--- config.mk ---
export PLATFORM = sky130hd
export DESIGN_NAME = bblur_cell
export DESIGN_NICKNAME = d
export VERILOG_FILES = /design/src/rtl/core/bblur_cell.sv
export SDC_FILE = /design/constraint.sdc
export NUM_CORES = 1
export LEC_CHECK = 0
export BUFFER_PORTS_ARGS = -buffer_cell sky130_fd_sc_hd__buf_2
export CAP_MARGIN = 20
export CORE_ASPECT_RATIO = 1.25
export CORE_MARGIN = 1
export CORE_UTILIZATION = 43
export CTS_CLUSTER_SIZE = 30
export DETAILED_ROUTE_END_ITERATION = 8
export GPL_TIMING_DRIVEN = 0
export PLACE_DENSITY = 0.85
export SYNTH_ARGS = -nofsm -noshare
export SYNTH_HDL_FRONTEND = slang
export SYNTH_SLANG_ARGS = --single-unit
--- constraint.sdc ---
create_clock -name clock -period 1.08 [get_ports clock]
set_clock_uncertainty 0.05 [all_clocks]
set_input_delay 0.27 -clock clock [delete_from_list [all_inputs] [get_ports clock]]
set_output_delay 0.27 -clock clock [all_outputs]
set_load 0.01 [all_outputs]
--- src/rtl/core/bblur_cell.sv ---
// one window cell: holds a three-row pixel column and passes it on
`default_nettype none
module bblur_cell #(
   parameter int PIXEL_BITS = 16
) (
   input  wire logic                       clock,
   input  wire logic                       reset,
   input  wire logic                       shift_en,
   input  wire logic [2:0][PIXEL_BITS-1:0] col_in,
   output logic      [2:0][PIXEL_BITS-1:0] col_out
);

   logic [2:0][PIXEL_BITS-1:0] col_ff;
   logic [2:0][PIXEL_BITS-1:0] col_next_in;

   // take the neighbour's column on every shift
   always_comb begin
      col_next_in = shift_en ? col_in : col_ff;
   end

   always_ff @(posedge clock) begin
      if (reset) begin
         col_ff <= '0;
      end else begin
         col_ff <= col_next_in;
      end
   end

   assign col_out = col_ff;

endmodule
`default_nettype wire

After elaboration in Yosys (flattened, before gate mapping)
Index checks and enable logic that the tools add are counted.
Storage, ports and cells
  bits of input ports: 51
  word-level logic and storage cells: 3
  flip-flop bits (word level): 48
  output and inout port bits: 48

Depth between registers and ports, before layout
Gate-level depths: netlist of run 1.
  word-level depth: 0
  depth in mapped cells: 5
  gate-level depth less buffers: 2

Worst setup path before layout of run 1
No wires, ideal clock.
  path kind: in2reg
  start: input port shift_en
  end: register col_ff, in the netlist col_out[0]
  stages: 5
  buffers on the path: 3
  slack: 0.084 ns
  required time: 0.913 ns
  data arrival time: 0.828 ns
  setup time: 0.117 ns
  path through: buf_6 -> buf_12 -> buf_12 -> mux2i_1 -> nor2_1
RTL lines
  from (decl): RTL line 8  | input wire logic shift_en,
  to (signal assigned): RTL line 25  | col_ff <= col_next_in;
  to (decl): RTL line 13  | logic [2:0][PIXEL_BITS-1:0] col_ff;

Worst setup path after layout of run 1
  start: register col_ff, in the netlist col_out[46]
  end: output port col_out[46] (netlist bit)
RTL lines
  to (decl): RTL line 10  | output logic [2:0][PIXEL_BITS-1:0] col_out
No word-level cell between the ends.

==> results.py, run 1 <==
metrics = {
    "route": {
        "wl_um": 3790,
        "postRouteAntennaNets": 0,
        "drt_iter0_drc": 42,
        "post-route-drc-count": 0,
        "first_pass_iters": 2,
        "vias": 1449,
        "wire_per_inst_um": 12.1,
        "via_per_inst": 4.63,
    },
    "clocking": {
        "numCtsBuffers": 5,
        "cts.sinks": 48,
        "cts_root_buffer": "clkbuf_8",
        "cts_setup_buffers": 0,
        "cts.clk_slew.worst_paths_ns": 0.08,
        "cts_buffer_depth": 2,
        "cts_tree": "done",
        "clock_latency_ns": 0.29,
        "h-tree-depth": 2,
    },
    "timing": {
        "final-hold-violation-count": 0,
        "max_slew_margin": 0.702,
        "fmaxAchievable_mhz": 938,
        "worstMarginPinSlew_ns": 0.446,
        "finalCritPeriodShare": 0.987,
        "rsz0062_at_grt": "yes",
        "setup_viol_count_final": 0,
        "slew_viol_final": 0,
        "min_period_ns": 1.07,
    },
    "synth": {
        "synth_cell_type_count": 8,
        "yosysWarnings": 0,
        "yosysTopAreaCell": "dfxtp_1",
        "syn-cell-area_mm2": 0.00173,
        "synthCells": 155,
        "synthTopCellsByArea": "dfxtp_1 56%, mux2i_1 28%, nor2_1 10%, buf_12 3.5%, buf_4 0.87%",
        "ys_ff_latch": 48,
        "synth-seq-area-share": 0.556,
        "syn_area_per_cell_um2": 11.2,
        "yosys.area.top_type_share": 0.556,
        "syn-num-nets": 206,
    },
    "layout": {
        "area_delta_synth_final_pct": 55.6,
        "final_common_cell": "buf_2",
        "fin_nets": 309,
        "final_cells": 313,
        "fillers": 307,
        "drive_gt1_frac": 0.610,
        "layout_common_cells": "56 x buf_2, 48 x mux2i_1, 48 x nor2_1, 48 x dfxtp_2, 43 x buf_6",
        "largest_reg_flops": 48,
        "insertedDiodeCount": 0,
        "fin_area_mm2": 0.00269,
        "seqCellArea_mm2": 0.00102,
        "multi_input_area_um2": 661,
    },
    "hold_path": {
        "hp-class": "in -> reg",
    },
    "global_route": {
        "overflow": 0,
        "grt_pass1_vias": 1291,
        "grtUsageTotal": 0.157,
        "grt_pass1_wl_um": 5180,
        "grt_max_degree": 14,
        "antenna_found_initial": 0,
    },
    "worst_setup_path": {
        "crit_family": "flip-flops",
        "worstPathArrival_ns": 0.75,
        "end_kind": "output port",
        "crit_required_ns": 0.76,
        "crit_fanout": 2,
        "slowest_delay_ns": 0.35,
        "crit_type": "reg -> out",
        "crit_buf_inv": 1,
        "worst_path_max_delay_cell": "dfxtp_2",
        "cp-start-kind": "flop",
        "path_cells": "buf_6",
    },
    "floorplan": {
        "die_w_um": 58.7,
        "ios": 99,
        "die_h_um": 72.9,
        "rows": 25,
        "core_area_mm2": 0.00382,
        "die-area_mm2": 0.00428,
        "initial_core_util": 0.453,
    },
    "placed_design": {
        "postPlaceCellArea_mm2": 0.00228,
        "dp_cells": 305,
        "dp_hpwl_um": 2540,
        "portBuffers": 96,
        "place_congestion": 0.641,
    },
    "power_and_ir_drop": {
        "p_leak_nw": 1.36,
        "p_per_area_mw_per_mm2": 1350,
        "ir_worst_vdd_mv": 0.885,
    },
    "job": {
        "maxCapViolations": 0,
    },
    "run_status": {
        "outcome": "finished, final reports clean",
    },
}
[timing repair]
item                       CTS  global route
hold buffers                 0             0
setup endpoints to repair   21            48
pin swaps                    0             0
cloned                       0             0
gates resized for setup     21            69
hold endpoints to repair     0             0
[report_power, final]
group	leakage [nW]	internal, mW	switching, mW
clock network	0.0455	0.523	0.539
registers	0.413	1.90	0.0715
logic	0.902	0.367	0.249
[kinds of logic (layout without fill, tap and decap cells)]
group / after synthesis / in the layout / share of synthesized area
AND/OR/NAND/NOR: 48 / 48 / 0.104
buffers and inverters: 11 / 115 / 0.0622
multiplexers: 48 / 48 / 0.278
flip-flops: 48 / 48 / 0.556
[per-layer routing]
metal  part of all wire  vias up  global-route usage
met2               0.55       61               0.279
met3              0.072        5              0.0656
li1                   -      715                   -
met5                  0        -                   0
met4              0.011        0              0.0556
met1               0.37      668               0.163
[area by class of cell]
cell class                 count  area share
multi-input combinational     96       0.246
tap                           54      0.0251
buffer                        11      0.0400
timing repair buffer          96       0.276
clock buffer                   8      0.0335
sequential                    48       0.380
[synthesized netlist by cell type]
cell	count
nor2_1	48
buf_6	1
buf_2	2
dfxtp_1	48
clkbuf_1	3
buf_4	2
mux2i_1	48
buf_12	3
[path summary, 6_finish.rpt]
| kind | slack, ns | start | to | depth (start not counted) |
|---|---|---|---|---|
| min | 0.16 | col_in[4] | col_out[4] | 3 |
| max | 0.01 | col_out[46] | col_out[46] | 1 |
| min reg2reg | 0.43 | col_out[42] | col_out[42] | 2 |
| max reg2reg | 0.36 | col_out[46] | col_out[46] | 2 |
[through the flow]
stage	power (mW)	util	hold WS, ns	worst slack, ns	TNS, ns
after floorplan	2.25	-	0.367	0.0843	0
after global placement	2.46	0.597	0.416	-0.123	-2.28
after detailed placement	2.48	0.597	0.424	-0.138	-2.61
after CTS	3.54	0.627	0.156	0.00148	0
after global routing	3.81	0.705	0.156	-0.0208	-0.143
final	3.64	0.705	0.158	0.0142	0
(Power assumes the default switching activity.)
==> inputs of run 2 (changes only) <==
--- a/config.mk
+++ b/config.mk
@@ -7,13 +7,15 @@
 export LEC_CHECK = 0
 export BUFFER_PORTS_ARGS = -buffer_cell sky130_fd_sc_hd__buf_2
 export CAP_MARGIN = 20
+export CELL_PAD_IN_SITES_DETAIL_PLACEMENT = 0
+export CELL_PAD_IN_SITES_GLOBAL_PLACEMENT = 1
 export CORE_ASPECT_RATIO = 1.25
 export CORE_MARGIN = 1
-export CORE_UTILIZATION = 43
+export CORE_UTILIZATION = 30
 export CTS_CLUSTER_SIZE = 30
 export DETAILED_ROUTE_END_ITERATION = 8
 export GPL_TIMING_DRIVEN = 0
-export PLACE_DENSITY = 0.85
+export PLACE_DENSITY = 0.81
 export SYNTH_ARGS = -nofsm -noshare
 export SYNTH_HDL_FRONTEND = slang
 export SYNTH_SLANG_ARGS = --single-unit
==> results.py, run 2 (synthesis results as in run 1) <==
metrics = {
    "clocking": {
        "cts_tree": "done",
        "cts_root_buffer": "clkbuf_8",
        "cts_buffer_depth": 2,
        "h-tree-depth": 2,
        "cts.clk_slew.worst_paths_ns": 0.08,
        "numCtsBuffers": 5,
        "clock_latency_ns": 0.28,
        "cts.sinks": 48,
    },
    "worst_setup_path": {
        "crit_fanout": 2,
        "worst_path_max_delay_cell": "dfxtp_2",
        "crit_family": "flip-flops",
        "crit_buf_inv": 1,
        "path_depth": 1,
        "slowest_delay_ns": 0.34,
        "end_kind": "output port",
        "r2r_cells": 3,
        "crit_type": "reg -> out",
        "crit_required_ns": 0.76,
        "worstPathArrival_ns": 0.74,
        "cp-start-kind": "flop",
        "path_cells": "buf_6",
    },
    "layout": {
        "fin_area_mm2": 0.00275,
        "final_common_cell": "buf_2",
        "largest_reg_flops": 48,
        "fillers": 510,
        "layout_common_cells": "50 x buf_2, 49 x buf_6, 48 x mux2i_1, 48 x nor2_1, 48 x dfxtp_2",
        "final_util": 0.503,
        "final_cells": 323,
        "area_delta_synth_final_pct": 59.3,
        "drive_gt1_frac": 0.618,
        "fin_nets": 310,
        "insertedDiodeCount": 0,
    },
    "placed_design": {
        "place_congestion": 0.663,
        "pre_cts_ws_ns": -0.197,
        "dp_hpwl_um": 2590,
        "portBuffers": 96,
        "postPlaceCellArea_mm2": 0.00229,
        "dp_cells": 315,
    },
    "global_route": {
        "overflow": 0,
        "antenna_found_initial": 0,
        "grtUsageTotal": 0.114,
        "grt_pass1_wl_um": 5490,
        "grt_pass1_vias": 1322,
        "grt_max_degree": 14,
    },
    "power_and_ir_drop": {
        "swShare": 0.231,
        "p_per_area_mw_per_mm2": 1350,
        "p_sw_mw": 0.857,
        "finalPower_mw": 3.71,
        "p_clk_frac": 0.300,
        "p_int_mw": 2.85,
        "p_leak_nw": 1.38,
        "p_seq_frac": 0.531,
        "comb_power_share": 0.170,
        "ir_worst_vdd_mv": 0.588,
    },
    "route": {
        "post-route-drc-count": 0,
        "wl_um": 3660,
        "vias": 1434,
        "first_pass_iters": 2,
        "via_per_inst": 4.44,
        "postRouteAntennaNets": 0,
        "drt_iter0_drc": 28,
        "wire_per_inst_um": 11.3,
    },
    "timing": {
        "slew_viol_final": 0,
        "min_period_ns": 1.06,
        "worstMarginPinSlew_ns": 0.513,
        "timing.final.ws_setup_ns": 0.0238,
        "finalCritPeriodShare": 0.978,
        "rsz0062_at_grt": "yes",
        "max_slew_margin": 0.658,
        "fmaxAchievable_mhz": 947,
        "final-hold-violation-count": 0,
        "setup_viol_count_final": 0,
    },
    "hold_path": {
        "holdPathStages": 3,
        "hp-class": "in -> reg",
    },
    "run_status": {
        "outcome": "finished, final reports clean",
    },
    "floorplan": {
        "rows": 30,
        "die-area_mm2": 0.00607,
        "die_w_um": 69.9,
        "die_h_um": 86.9,
        "initial_core_util": 0.316,
        "core_area_mm2": 0.00548,
        "ios": 99,
    },
    "job": {
        "maxCapViolations": 0,
    },
}
-- run 2: power by group through the flow --
| stage | Combinational (mW) | Sequential [mW] | Clock [mW] |
|---|---|---|---|
| finish | 0.628 | 1.97 | 1.11 |
| global route | 0.684 | 1.98 | 1.23 |
| CTS | 0.523 | 1.94 | 1.16 |
| detailed placement | 0.517 | 1.96 | 0 |
| global placement | 0.511 | 1.96 | 0 |
| floorplan | 0.239 | 2.02 | 0 |
-- run 2: layer usage --
metal | wire length (um) | global-route usage
met5 | 0 | 0
met4 | 47 | 0.0436
met3 | 276 | 0.0394
met2 | 1920 | 0.205
met1 | 1420 | 0.122
-- run 2: path summary, 6_finish.rpt --
kind	from	end	slack, ns
max	col_out[11]	col_out[11]	0.02
min	col_in[14]	col_out[14]	0.16
max reg2reg	col_out[16]	col_out[16]	0.29
min reg2reg	col_out[19]	col_out[19]	0.45
-- run 2: through the flow --
stage,setup TNS (ns),hold WS (ns)
finish,0,0.162
global route,-0.159,0.157
global placement,-3.38,0.417
floorplan,0,0.367
detailed placement,-3.75,0.424
CTS,0,0.154
-- run 2: layout make-up --
type,count,area [um^2],area share
Timing Repair Buffer,97,788,0.286
Sequential cell,48,1020,0.371
Buffer,11,108,0.0391
Clock buffer,7,96.3,0.0350
Multi-Input combinational cell,96,661,0.240
Tap cell,64,80.1,0.0291
-- run 2: timing repair --
| action | 4_1_cts | 5_1_grt |
|---|---|---|
| endpoints found under the setup margin | 37 | 48 |
| gates resized for setup | 39 | 57 |
| gates cloned | 0 | 0 |
| hold buffers | 0 | 0 |
| setup buffers | 0 | 1 |
| pin swaps | 0 | 0 |
