$ cat config.mk
export PLATFORM = sky130hd
export DESIGN_NAME = bblur_mean
export DESIGN_NICKNAME = d
export VERILOG_FILES = /design/src/rtl/core/bblur_pkg.sv /design/src/rtl/core/bblur_mean.sv
export SDC_FILE = /design/constraint.sdc
export NUM_CORES = 1
export LEC_CHECK = 0
export ABC_AREA = 1
export BUFFER_PORTS_ARGS = -buffer_cell sky130_fd_sc_hd__buf_2
export CAP_MARGIN = 0
export CELL_PAD_IN_SITES_DETAIL_PLACEMENT = 0
export CELL_PAD_IN_SITES_GLOBAL_PLACEMENT = 1
export CORE_MARGIN = 1.5
export CORE_UTILIZATION = 30
export CTS_CLUSTER_SIZE = 10
export DETAILED_ROUTE_END_ITERATION = 16
export PLACE_DENSITY_LB_ADDON = 0.15
export SETUP_SLACK_MARGIN = 0.02
export SYNTH_ARGS = -nofsm -noshare
export SYNTH_HDL_FRONTEND = slang
export SYNTH_SLANG_ARGS = --single-unit
export TNS_END_PERCENT = 100
$ cat constraint.sdc
create_clock -name clock -period 5.9 [get_ports clock]
set_input_delay 0.59 -clock clock [delete_from_list [all_inputs] [get_ports clock]]
set_output_delay 0.59 -clock clock [all_outputs]
set_load 0.02 [all_outputs]
$ cat src/rtl/core/bblur_pkg.sv
// shared types and constants for the 3x3 clamped box blur
`default_nettype none
package bblur_pkg;

   localparam int DEF_MAX_WIDTH  = 4096;
   localparam int DEF_PIXEL_BITS = 16;
   localparam int CSR_BITS       = 13;
   localparam int ROW_BITS       = 12;
   localparam int POS_BITS       = 12;
   localparam int ROW_LIMIT      = 4096;

   localparam logic [CSR_BITS-1:0] RESET_FRAME_WIDTH  = 13'd640;
   localparam logic [CSR_BITS-1:0] RESET_FRAME_HEIGHT = 13'd480;

   // register indexes of the csr port
   typedef enum logic [0:0] {
      REG_FRAME_WIDTH  = 1'b0,
      REG_FRAME_HEIGHT = 1'b1
   } reg_index_type;

   // position and framing of one result
   typedef struct packed {
      logic [POS_BITS-1:0] col;
      logic [POS_BITS-1:0] row;
      logic                last;
   } pos_type;

endpackage
`default_nettype wire

$ cat src/rtl/core/bblur_mean.sv
// divide-by-nine rounding stage and result output register
`default_nettype none
module bblur_mean
   import bblur_pkg::*;
#(
   parameter int PIXEL_BITS = 16
) (
   input  wire logic                  clock,
   input  wire logic                  reset,
   input  wire logic                  in_valid,
   output logic                       in_ready,
   input  wire logic [PIXEL_BITS+3:0] in_sum,
   input  wire pos_type               in_pos,
   output logic                       out_valid,
   input  wire logic                  out_ready,
   output logic [PIXEL_BITS-1:0]      out_blurred,
   output pos_type                    out_pos
);

   localparam int SUM_BITS = PIXEL_BITS + 4;
   localparam int SHIFT    = SUM_BITS + 4;
   localparam int RCP_BITS = SHIFT - 2;
   localparam longint unsigned RECIP = ((64'd1 << SHIFT) / 9) + 1;
   localparam int PROD_BITS = SUM_BITS + RCP_BITS;

   logic                  sum_valid_ff;
   logic [SUM_BITS-1:0]   sum_ff;
   pos_type               sum_pos_ff;
   logic                  out_valid_ff;
   logic [PIXEL_BITS-1:0] out_blurred_ff;
   pos_type               out_pos_ff;

   logic                  move;
   logic [SUM_BITS-1:0]   rounded;
   logic [PROD_BITS-1:0]  product;
   logic [PIXEL_BITS-1:0] quotient;

   // the sum register drains into the output register when that is free
   assign move     = sum_valid_ff && (!out_valid_ff || out_ready);
   assign in_ready = !sum_valid_ff || move;

   // (sum + 4) / 9 by reciprocal multiply
   always_comb begin
      rounded  = sum_ff + SUM_BITS'(4);
      product  = PROD_BITS'(rounded) * PROD_BITS'(RCP_BITS'(RECIP));
      quotient = PIXEL_BITS'(product >> SHIFT);
   end

   always_ff @(posedge clock) begin
      if (reset) begin
         sum_valid_ff <= 1'b0;
         out_valid_ff <= 1'b0;
      end else begin
         if (in_valid && in_ready) begin
            sum_valid_ff <= 1'b1;
         end else if (move) begin
            sum_valid_ff <= 1'b0;
         end
         if (move) begin
            out_valid_ff <= 1'b1;
         end else if (out_ready) begin
            out_valid_ff <= 1'b0;
         end
      end
   end

   // payload registers
   always_ff @(posedge clock) begin
      if (in_valid && in_ready) begin
         sum_ff     <= in_sum;
         sum_pos_ff <= in_pos;
      end
      if (move) begin
         out_blurred_ff <= quotient;
         out_pos_ff     <= sum_pos_ff;
      end
   end

   assign out_valid   = out_valid_ff;
   assign out_blurred = out_blurred_ff;
   assign out_pos     = out_pos_ff;

endmodule
`default_nettype wire

======== Word level (Yosys, flattened, before mapping) ========
Index checks and enable logic that the tools add are counted.
W data, S select, Z words.
storage, ports and cells
  register bits ........................... 88
  bits in latches ......................... 0
  bits in writable memories ............... 0
  bits in read-only memories .............. 0
  bits of input ports ..................... 49
  output and inout port bits .............. 43
  logic and storage cells ................. 24
  memories kept ........................... 0
cells by class
  add/sub/neg operators ................... 1
  $mul .................................... 1
  divide/modulo/power cells ............... 0
  $lt $le $gt $ge ......................... 0
  equality and inequality tests ........... 0
  shift operators ......................... 0
  muxes and demuxes ....................... 4
  bitwise gates (word level) .............. 0
  reduce and logical (&&, ||, !) cells .... 8
operators by type and width
  operator                  number
  $mul A20 B18 Y37 const B  1
  $add A20 B3 Y20 const B   1
  $mux W1                   4
  $reduce_bool A2 Y1        2
  $logic_and A1 B1 Y1       2
  $logic_not A1 Y1          2
  $logic_or A1 B1 Y1        2

======== Longest topological paths before layout ========
Gate-level depths: netlist of run 1.
  depth in word-level cells ............... 6
  gate-level depth with buffers ........... 33

======== Worst setup path after synthesis of run 1 ========
Ideal clock, no wire load.
  path kind ............................... reg-to-reg
  from .................................... register sum_ff[2]
  to ...................................... register out_blurred_ff[13] (netlist: out_blurred[13]), data pin
  library setup time ...................... 252 ps
  data arrival time ....................... 5493 ps
  path slack .............................. 155 ps
  cell stages (with the launch flop) ...... 27
  clock period less this slack ............ 5745 ps
  cells stage by stage .................... edfxtp_1 > ha_1 > nand2_1 > nor2_2 > nand2_1 > nor2_1 > nand2_1 > inv_1 > or2_2 > nand2_1 > inv_1 > fa_1 > ha_1 > fa_1 > fa_1 > fa_1 > inv_1 > fa_1 > inv_1 > ha_1 > nand2_1 > nor2_1 > inv_1 > o21ai_0 > a21oi_1 > nand3_1 > nand2_1
between the ends
  longest elaborated chain between the ends .. 2
ends and longest elaborated chain
  element                 line              RTL
  start, declared         bblur_mean.sv:27  logic [SUM_BITS-1:0] sum_ff;
  start signal, assigned  bblur_mean.sv:70  sum_ff <= in_sum;
  $add A20 B3 Y20         bblur_mean.sv:44  rounded = sum_ff + SUM_BITS'(4);
  $mul A20 B18 Y37        bblur_mean.sv:45  product = PROD_BITS'(rounded) * PROD_BITS'(RCP_BITS'(RECIP));
  via product[37]         bblur_mean.sv:35  logic [PROD_BITS-1:0] product;
  end signal, assigned    bblur_mean.sv:74  out_blurred_ff <= quotient;
  end, declared           bblur_mean.sv:30  logic [PIXEL_BITS-1:0] out_blurred_ff;
The timed path passes the listed nets, and every way through them passes these cells.
A chain may end at the register's enable or synchronous reset.

======== Final worst setup path of run 1 ========
  from .................................... register sum_ff[2]
  to ...................................... register out_blurred_ff[11] (netlist: out_blurred[11]), data pin
Same word-level chain as after synthesis.

==> flow_summary.ini, run 1 <==
[clock_tree]
clock_latency_ns = 0.37
clock_path_buffers = 2
cts_hold_buf = 0
cts_tree = yes
htreeDepth = 3
cts.sinks = 88
clockRootBuffer = clkbuf_16
path_clk_slew_ns = 0.09
cts_made_buffers = 9

[floorplan]
die_area_um2 = 31300
die_h_um = 177
io_pins = 92
num_rows = 63
die_w_um = 177
start_util_pct = 30.5
core_area_um2 = 29700

[cells_and_area]
final_core_util_pct = 39.0
diodes = 0
design_area_um2 = 11600
syn_to_final_growth_pct = 27.7
fin_cells = 1581
final_net_count = 1463
drive_gt1_share_pct = 27.1

[grt]
grt_pass1_vias = 6868
grt_pass1_wl_um = 36000
overflow = 0
antenna_found_initial = 0
grt_util_all_layers_pct = 15.2
grt_max_degree = 46

[logic_synthesis]
synth-seq-area-share_pct = 28.9
syn-num-nets = 1295
yosys_warnings = 0
yosysMostFrequentCell = inv_1
synthFlopType = edfxtp_1
syn-mean-instance-area_um2 = 8.92
synth-edff-count = 86
syn_area_um2 = 9080
netlist.area_leader.share_pct = 28.4
synthTopCellsByCount = inv_1, nand2_1, ha_1
yosysUniqueCellTypes = 29
synthTopCellsByArea = edfxtp_1, ha_1, fa_1, inv_1, nand2_1
synth_largest_area_cell = edfxtp_1
synthCells = 1018
async_reset_ff_share_pct = 0
yosys_register_bits = 88

[hold_path]
hold_depth = 1
worstHoldStart = in_sum[13]
hold_path_class = in2reg

[setup_path]
arrival_ns = 5.76
crit_family = adder cells
cp_max_fo = 4
crit_start = sum_ff[2]$_DFFE_PP_
slowest_stage = fa_2
critPathBufInv = 5
critPathMaxStageDelay_ns = 0.57
cpMostUsedCell = nand2_1
reg2reg_from = sum_ff[2]$_DFFE_PP_
crit_path_end_kind = flip-flop
reg2regPathDepth = 26
crit_path_start_kind = flip-flop
path_depth = 26
required_ns = 6.02
worst-setup-path-type = reg2reg

[drt]
drtPass1Iterations = 4
viasPerCell = 4.19
wl_per_cell_um = 14.5
drtIter0Drc = 205
wirelength_um = 22900
via_count = 6628
drc = 0
final_antenna_net_count = 0

[timing]
finClkSkew_ns = 0.0175
relSlewSlack_pct = 38.1
hold_viol = 0
setup_viol = 0
grt_setup_unrepaired = true
fin_crit_sh_pct = 95.6
setup_ws_ns = 0.261
tightestPinTransition_ns = 0.928
final.min_clock_period_ns = 5.64
slew_violations = 0
fmax_ghz = 0.177

[place]
place_ws_ns = -0.439
dp_hpwl_um = 19400
postPlaceCellArea_um2 = 10500
dp.cells = 1560
gp_congestion = 0.836
port-buffer-count = 91

[status]
status = finished clean

[job]
drv_cap = 0
==> logic make-up after synthesis <==
family / after synthesis / share of synthesized area [%]
AOI/OAI and AO/OA: 62 / 3.71
xor gates and xnor gates: 22 / 2.21
adders and majority gates: 228 / 38.3
buffers and inverters: 265 / 11.0
DFF: 88 / 28.9
and+or+nand+nor: 353 / 15.9
==> registers in the layout (all words and copies together) (netlist names) <==
register,count
out_pos,25
out_blurred,16
sum_pos_ff,25
sum_ff,20
sum_valid_ff,1
out_valid,1
==> metrics by stage <==
stage	hold slack (ns)	setup TNS [ns]
floorplan	0.400	0
global placement	0.400	-1.37
detailed placement	0.405	-2.24
CTS	0.371	0
global route	0.382	-0.000236
finish	0.390	0
==> area by class of cell <==
cell class | instances | area [um2]
inverters | 265 | 995
flip-flops and latches | 88 | 2620
well taps | 390 | 488
repair buffers | 157 | 958
fillers | 2989 | 18100
clock buffers | 9 | 225
clock inverters | 7 | 72.6
multi-input cells | 665 | 6230
==> routing by layer <==
layer	track usage, %	wire length [um]	up-vias
li1	-	-	3498
met5	0	0	-
met3	2.28	656	22
met4	4.34	492	0
met2	25.3	10600	102
met1	20.5	11100	3006
==> repair_timing <==
action / in CTS / in global routing
gates resized for setup: 40 / 130
setup endpoints to repair: 16 / 16
setup buffers: 3 / 2
pin swaps: 15 / 53
==> cell usage in the layout, fill, tap and decap left out, types with 6 or more instances in the layout <==
cell       count
inv_1        244
nand2_1      196
ha_1         120
buf_2         91
edfxtp_1      86
fa_1          78
buf_4         64
nor2_1        52
nand2_2       26
nand3_1       25
inv_2         21
ha_4          20
a21oi_1       15
a21oi_2       13
nor2_2        12
xor2_1        11
o21ai_0       11
nand2_4        9
clkbuf_16      9
nand4_1        7
nor2_4         6
xnor2_1        6
==> path summary, 6_finish.rpt <==
path	to	slack (ns)
max	out_blurred[11]$_DFFE_PP_	0.26
min	sum_ff[13]$_DFFE_PP_	0.39
max reg2reg	out_blurred[11]$_DFFE_PP_	0.26
min reg2reg	out_pos[18]$_DFFE_PP_	0.42
Power of run 1 is not shown: default switching activity piles up to over one toggle a cycle in this logic, so the estimate is an artifact.
==> run 2, diff against run 1 <==
--- a/config.mk
+++ b/config.mk
@@ -14,6 +14,7 @@
 export CORE_UTILIZATION = 30
 export CTS_CLUSTER_SIZE = 10
 export DETAILED_ROUTE_END_ITERATION = 16
+export MAX_ROUTING_LAYER = met4
 export PLACE_DENSITY_LB_ADDON = 0.15
 export SETUP_SLACK_MARGIN = 0.02
 export SYNTH_ARGS = -nofsm -noshare
==> constraint.sdc (replaced) <==
create_clock -name clock -period 7.3 [get_ports clock]
set_input_delay 0.73 -clock clock [delete_from_list [all_inputs] [get_ports clock]]
set_output_delay 0.73 -clock clock [all_outputs]
set_load 0.02 [all_outputs]
==> run 2 against run 1 <==
Effect of this change: hold slack improved by 0.032 ns; global-route usage grew 0.53 points; critical path depth decreased by 4; clock skew up 0.0070 ns; first-iteration DRC count shrank 8.3%; count of clock-buffer cells in the layout unchanged; fmax is 15% lower; wire length shrank 2.1%; via count decreased by 3.3%; non-clock buffer count shrank 64; sequential cell count stayed put; design area shrank 11%; critical path type unchanged; critical endpoint unchanged.
==> flow_summary.ini, run 2 (synthesis gave the netlist of run 1 again) <==
[setup_path]
arrival_ns = 6.74
required_ns = 7.42
worst-setup-path-type = reg2reg
crit_path_end_kind = flip-flop
crit_path_start_kind = flip-flop
cp_max_fo = 5

[status]
status = finished clean

[timing]
hold_viol = 0
setup_ws_ns = 0.684
tightestPinTransition_ns = 0.915
tns_ns = 0
grt_setup_unrepaired = false
final.min_clock_period_ns = 6.62
fmax_ghz = 0.151
slew_violations = 0
finClkSkew_ns = 0.0245
setup_viol = 0
fin_crit_sh_pct = 90.6
relSlewSlack_pct = 38.9

[grt]
grt_util_all_layers_pct = 15.8
antenna_found_initial = 2
overflow = 0
grt_max_degree = 46
grt_pass1_vias = 6771
grt_pass1_wl_um = 36300

[clock_tree]
clockRootBuffer = clkbuf_16
clock_latency_ns = 0.37
post-cts-setup-buffer-count = 0
clock_path_buffers = 2
htreeDepth = 3
cts_hold_buf = 0
path_clk_slew_ns = 0.10
ctsResizeCount = 0
cts.sinks = 88
cts_made_buffers = 9
cts_tree = yes

[job]
drv_cap = 0

[drt]
drtIter0Drc = 188
wl_per_cell_um = 14.8
drc = 0
via_count = 6408
wirelength_um = 22400
drtPass1Iterations = 4
final_antenna_net_count = 0
viasPerCell = 4.22

[floorplan]
core_area_um2 = 29700
num_rows = 63
start_util_pct = 30.5
die_h_um = 177
io_pins = 92
die_w_um = 177
die_area_um2 = 31300

[cells_and_area]
layout_common_cells = inv_1, nand2_1, ha_1
final_net_count = 1399
layout_commonest_cell = inv_1
fill_cells = 3155
drive_gt1_share_pct = 11.5
syn_to_final_growth_pct = 14.1

[place]
gp_congestion = 0.839
dp_hpwl_um = 19300
port-buffer-count = 91
place_ws_ns = 0.569

[hold_path]
hold_path_class = reg2reg
==> run 2: layer usage <==
metal	vias to the layer above	GRT usage (%)	part of all wire [%]
met4	0	3.21	1.5
met1	2914	21.0	50
met3	20	2.73	3.9
met2	103	25.1	45
li1	3371	-	-
met5	-	-	0
==> run 2: worst max-delay path, stage by stage, from the launching register on <==
cell and delay (ns):
edfxtp_1 0.42, ha_1 0.20, nand2_1 0.09, nor2_2 0.17, nand3_1 0.15, nor4_2 0.23, xor2_1 0.52, inv_1 0.12
fa_1 0.50, inv_1 0.06, ha_1 0.32, inv_1 0.06, fa_1 0.48, inv_1 0.06, fa_1 0.50, fa_1 0.51
fa_1 0.49, ha_1 0.41, nand2_1 0.15, nor4_1 0.48, nand3_1 0.22, nand3_1 0.13, nand2_1 0.07
==> run 2: path summary, 6_finish.rpt <==
check	cells after the start	from	slack, ns	to
worst min-delay path	0	sum_pos_ff[17]$_DFFE_PP_	0.42	out_pos[17]$_DFFE_PP_
worst min register to register	0	sum_pos_ff[17]$_DFFE_PP_	0.42	out_pos[17]$_DFFE_PP_
worst max register to register	22	sum_ff[2]$_DFFE_PP_	0.68	out_blurred[11]$_DFFE_PP_
worst max-delay path	22	sum_ff[2]$_DFFE_PP_	0.68	out_blurred[11]$_DFFE_PP_
==> run 2: area by class of cell <==
type / instances / area [um2] / share of cell area (%)
Timing Repair Buffer: 93 / 470 / 4.54
Multi-Input combinational cell: 665 / 5470 / 52.8
Clock inverter: 7 / 83.8 / 0.809
Sequential cell: 88 / 2620 / 25.3
Antenna cell: 1 / 2.50 / 0.0242
Clock buffer: 9 / 225 / 2.17
Tap cell: 390 / 488 / 4.71
Inverter: 265 / 995 / 9.60
==> run 2: stage by stage <==
step                std cells  hold WS, ns  utilization [%]  area (um2)
finish                   1518        0.422             34.9       10400
global route             1518        0.431             34.9       10400
CTS                      1517        0.417             34.8       10400
detailed placement       1501        0.405             33.8       10000
global placement         1501        0.401             33.8       10000
floorplan                1018        0.400                -        9080
Power of run 2 is left out for the same reason.
==> run 3, diff against run 2 <==
--- a/config.mk
+++ b/config.mk
@@ -11,7 +11,7 @@
 export CELL_PAD_IN_SITES_DETAIL_PLACEMENT = 0
 export CELL_PAD_IN_SITES_GLOBAL_PLACEMENT = 1
 export CORE_MARGIN = 1.5
-export CORE_UTILIZATION = 30
+export CORE_UTILIZATION = 36
 export CTS_CLUSTER_SIZE = 10
 export DETAILED_ROUTE_END_ITERATION = 16
 export MAX_ROUTING_LAYER = met4
==> run 3 against run 2 <==
Effect of this change: critical endpoint unchanged; register-to-register slack better by 0.11 ns; non-clock buffer count is 1 higher; sequential share of layout area is 0.22 points higher; critical path type unchanged; wire length is 6.8% lower; via count is 0.42% lower; highest routed layer unchanged; core utilization is 7.0 points higher; largest cell class unchanged.
==> flow_summary.ini, run 3 (synthesis gave the netlist of run 1 again) <==
[grt]
overflow = 0
grt_pass1_wl_um = 34100
antenna_found_initial = 0
grt_util_all_layers_pct = 17.5
grt_max_degree = 42
grt_pass1_vias = 6688

[timing]
tns_ns = 0
tightestPinTransition_ns = 0.666
hold-worst-slack_ns = 0.422
grt_setup_unrepaired = false
fin_crit_sh_pct = 89.1
slew_violations = 0
finClkSkew_ns = 0.00968
setup_viol = 0
final.min_clock_period_ns = 6.51
fmax_ghz = 0.154
relSlewSlack_pct = 55.5
hold_viol = 0

[cells_and_area]
final_core_util_pct = 41.9
final_net_count = 1400
layout_commonest_cell = inv_1
diodes = 0
drive_gt1_share_pct = 11.5
layout_common_cells = inv_1, nand2_1, ha_1
syn_to_final_growth_pct = 13.1

[place]
gp_congestion = 0.858
port-buffer-count = 91
dp_hpwl_um = 18200

[setup_path]
crit_start = sum_ff[2]$_DFFE_PP_
worst-setup-path-type = reg2reg
required_ns = 7.42
arrival_ns = 6.62
crit_path_start_kind = flip-flop
crit_path_end_kind = flip-flop
reg2reg_from = sum_ff[2]$_DFFE_PP_
cp_max_fo = 5

[drt]
wirelength_um = 20900
drc = 0
final_antenna_net_count = 0
viasPerCell = 4.39
drtIter0Drc = 205
drtPass1Iterations = 6
wl_per_cell_um = 14.4
via_count = 6381

[clock_tree]
clock_path_buffers = 2
ctsResizeCount = 0
cts_tree = yes
clock_latency_ns = 0.36
path_clk_slew_ns = 0.08
cts.sinks = 88
cts_hold_buf = 0
cts_made_buffers = 9
clockRootBuffer = clkbuf_16
post-cts-setup-buffer-count = 0
htreeDepth = 3

[floorplan]
core_area_um2 = 24500
die_h_um = 162
num_rows = 57
die_area_um2 = 26200
start_util_pct = 37.0
die_w_um = 162
io_pins = 92

[status]
status = finished clean

[hold_path]
hold_path_class = reg2reg
worstHoldStart = sum_pos_ff[3]$_DFFE_PP_

[job]
drv_cap = 0
## run 3: changes by cell type in the layout (fill, tap and decap cells not counted), sizes merged
| cell | delta |
|---|---|
| diode | -1 |
| inv | -2 |
| buf | +1 |
| clkinvlp | +1 |
| clkinv | +1 |
## run 3: critical path, cell delays in order, from the launching register on
cell      delay, ns
edfxtp_1       0.43
ha_1           0.19
nand2_1        0.09
nor2_2         0.16
nand3_1        0.14
nor4_2         0.21
xor2_1         0.52
inv_1          0.12
fa_1           0.49
inv_1          0.06
ha_1           0.32
inv_1          0.06
fa_1           0.47
inv_1          0.05
fa_1           0.51
fa_1           0.52
fa_1           0.50
ha_1           0.40
nand2_1        0.14
nor4_1         0.47
nand3_1        0.21
nand3_1        0.13
nand2_1        0.07
## run 3: worst paths after layout
check / end / slack (ns) / cells past startpoint
worst min register to register: out_pos[3]$_DFFE_PP_ / 0.42 / 0
worst min-delay path: out_pos[3]$_DFFE_PP_ / 0.42 / 0
worst max register to register: out_blurred[11]$_DFFE_PP_ / 0.79 / 22
worst max-delay path: out_blurred[11]$_DFFE_PP_ / 0.79 / 22
## run 3: area by class of cell
cell class / instances / area (um2)
Clock buffer: 9 / 225
Multi-Input combinational cell: 665 / 5470
Sequential cell: 88 / 2620
Fill cell: 2497 / 14300
Timing Repair Buffer: 94 / 478
Clock inverter: 7 / 72.6
Tap cell: 324 / 405
Inverter: 265 / 995
## run 3: stage by stage
stage                     instance area (um2)  cells  setup WS, ns
final                                   10300   1452         0.794
after floorplan                          9080   1018          1.55
after global placement                   9970   1436         0.700
after global routing                    10300   1452         0.274
after detailed placement                 9970   1436         0.666
after CTS                               10300   1452         0.670
## run 3: layer usage
layer	wire, um	track usage, %	vias up
li1	-	-	3375
met1	10500	23.1	2882
met2	9290	28.3	103
met3	665	2.73	21
met4	377	4.59	0
met5	0	-	-
Power of run 3 is left out for the same reason.
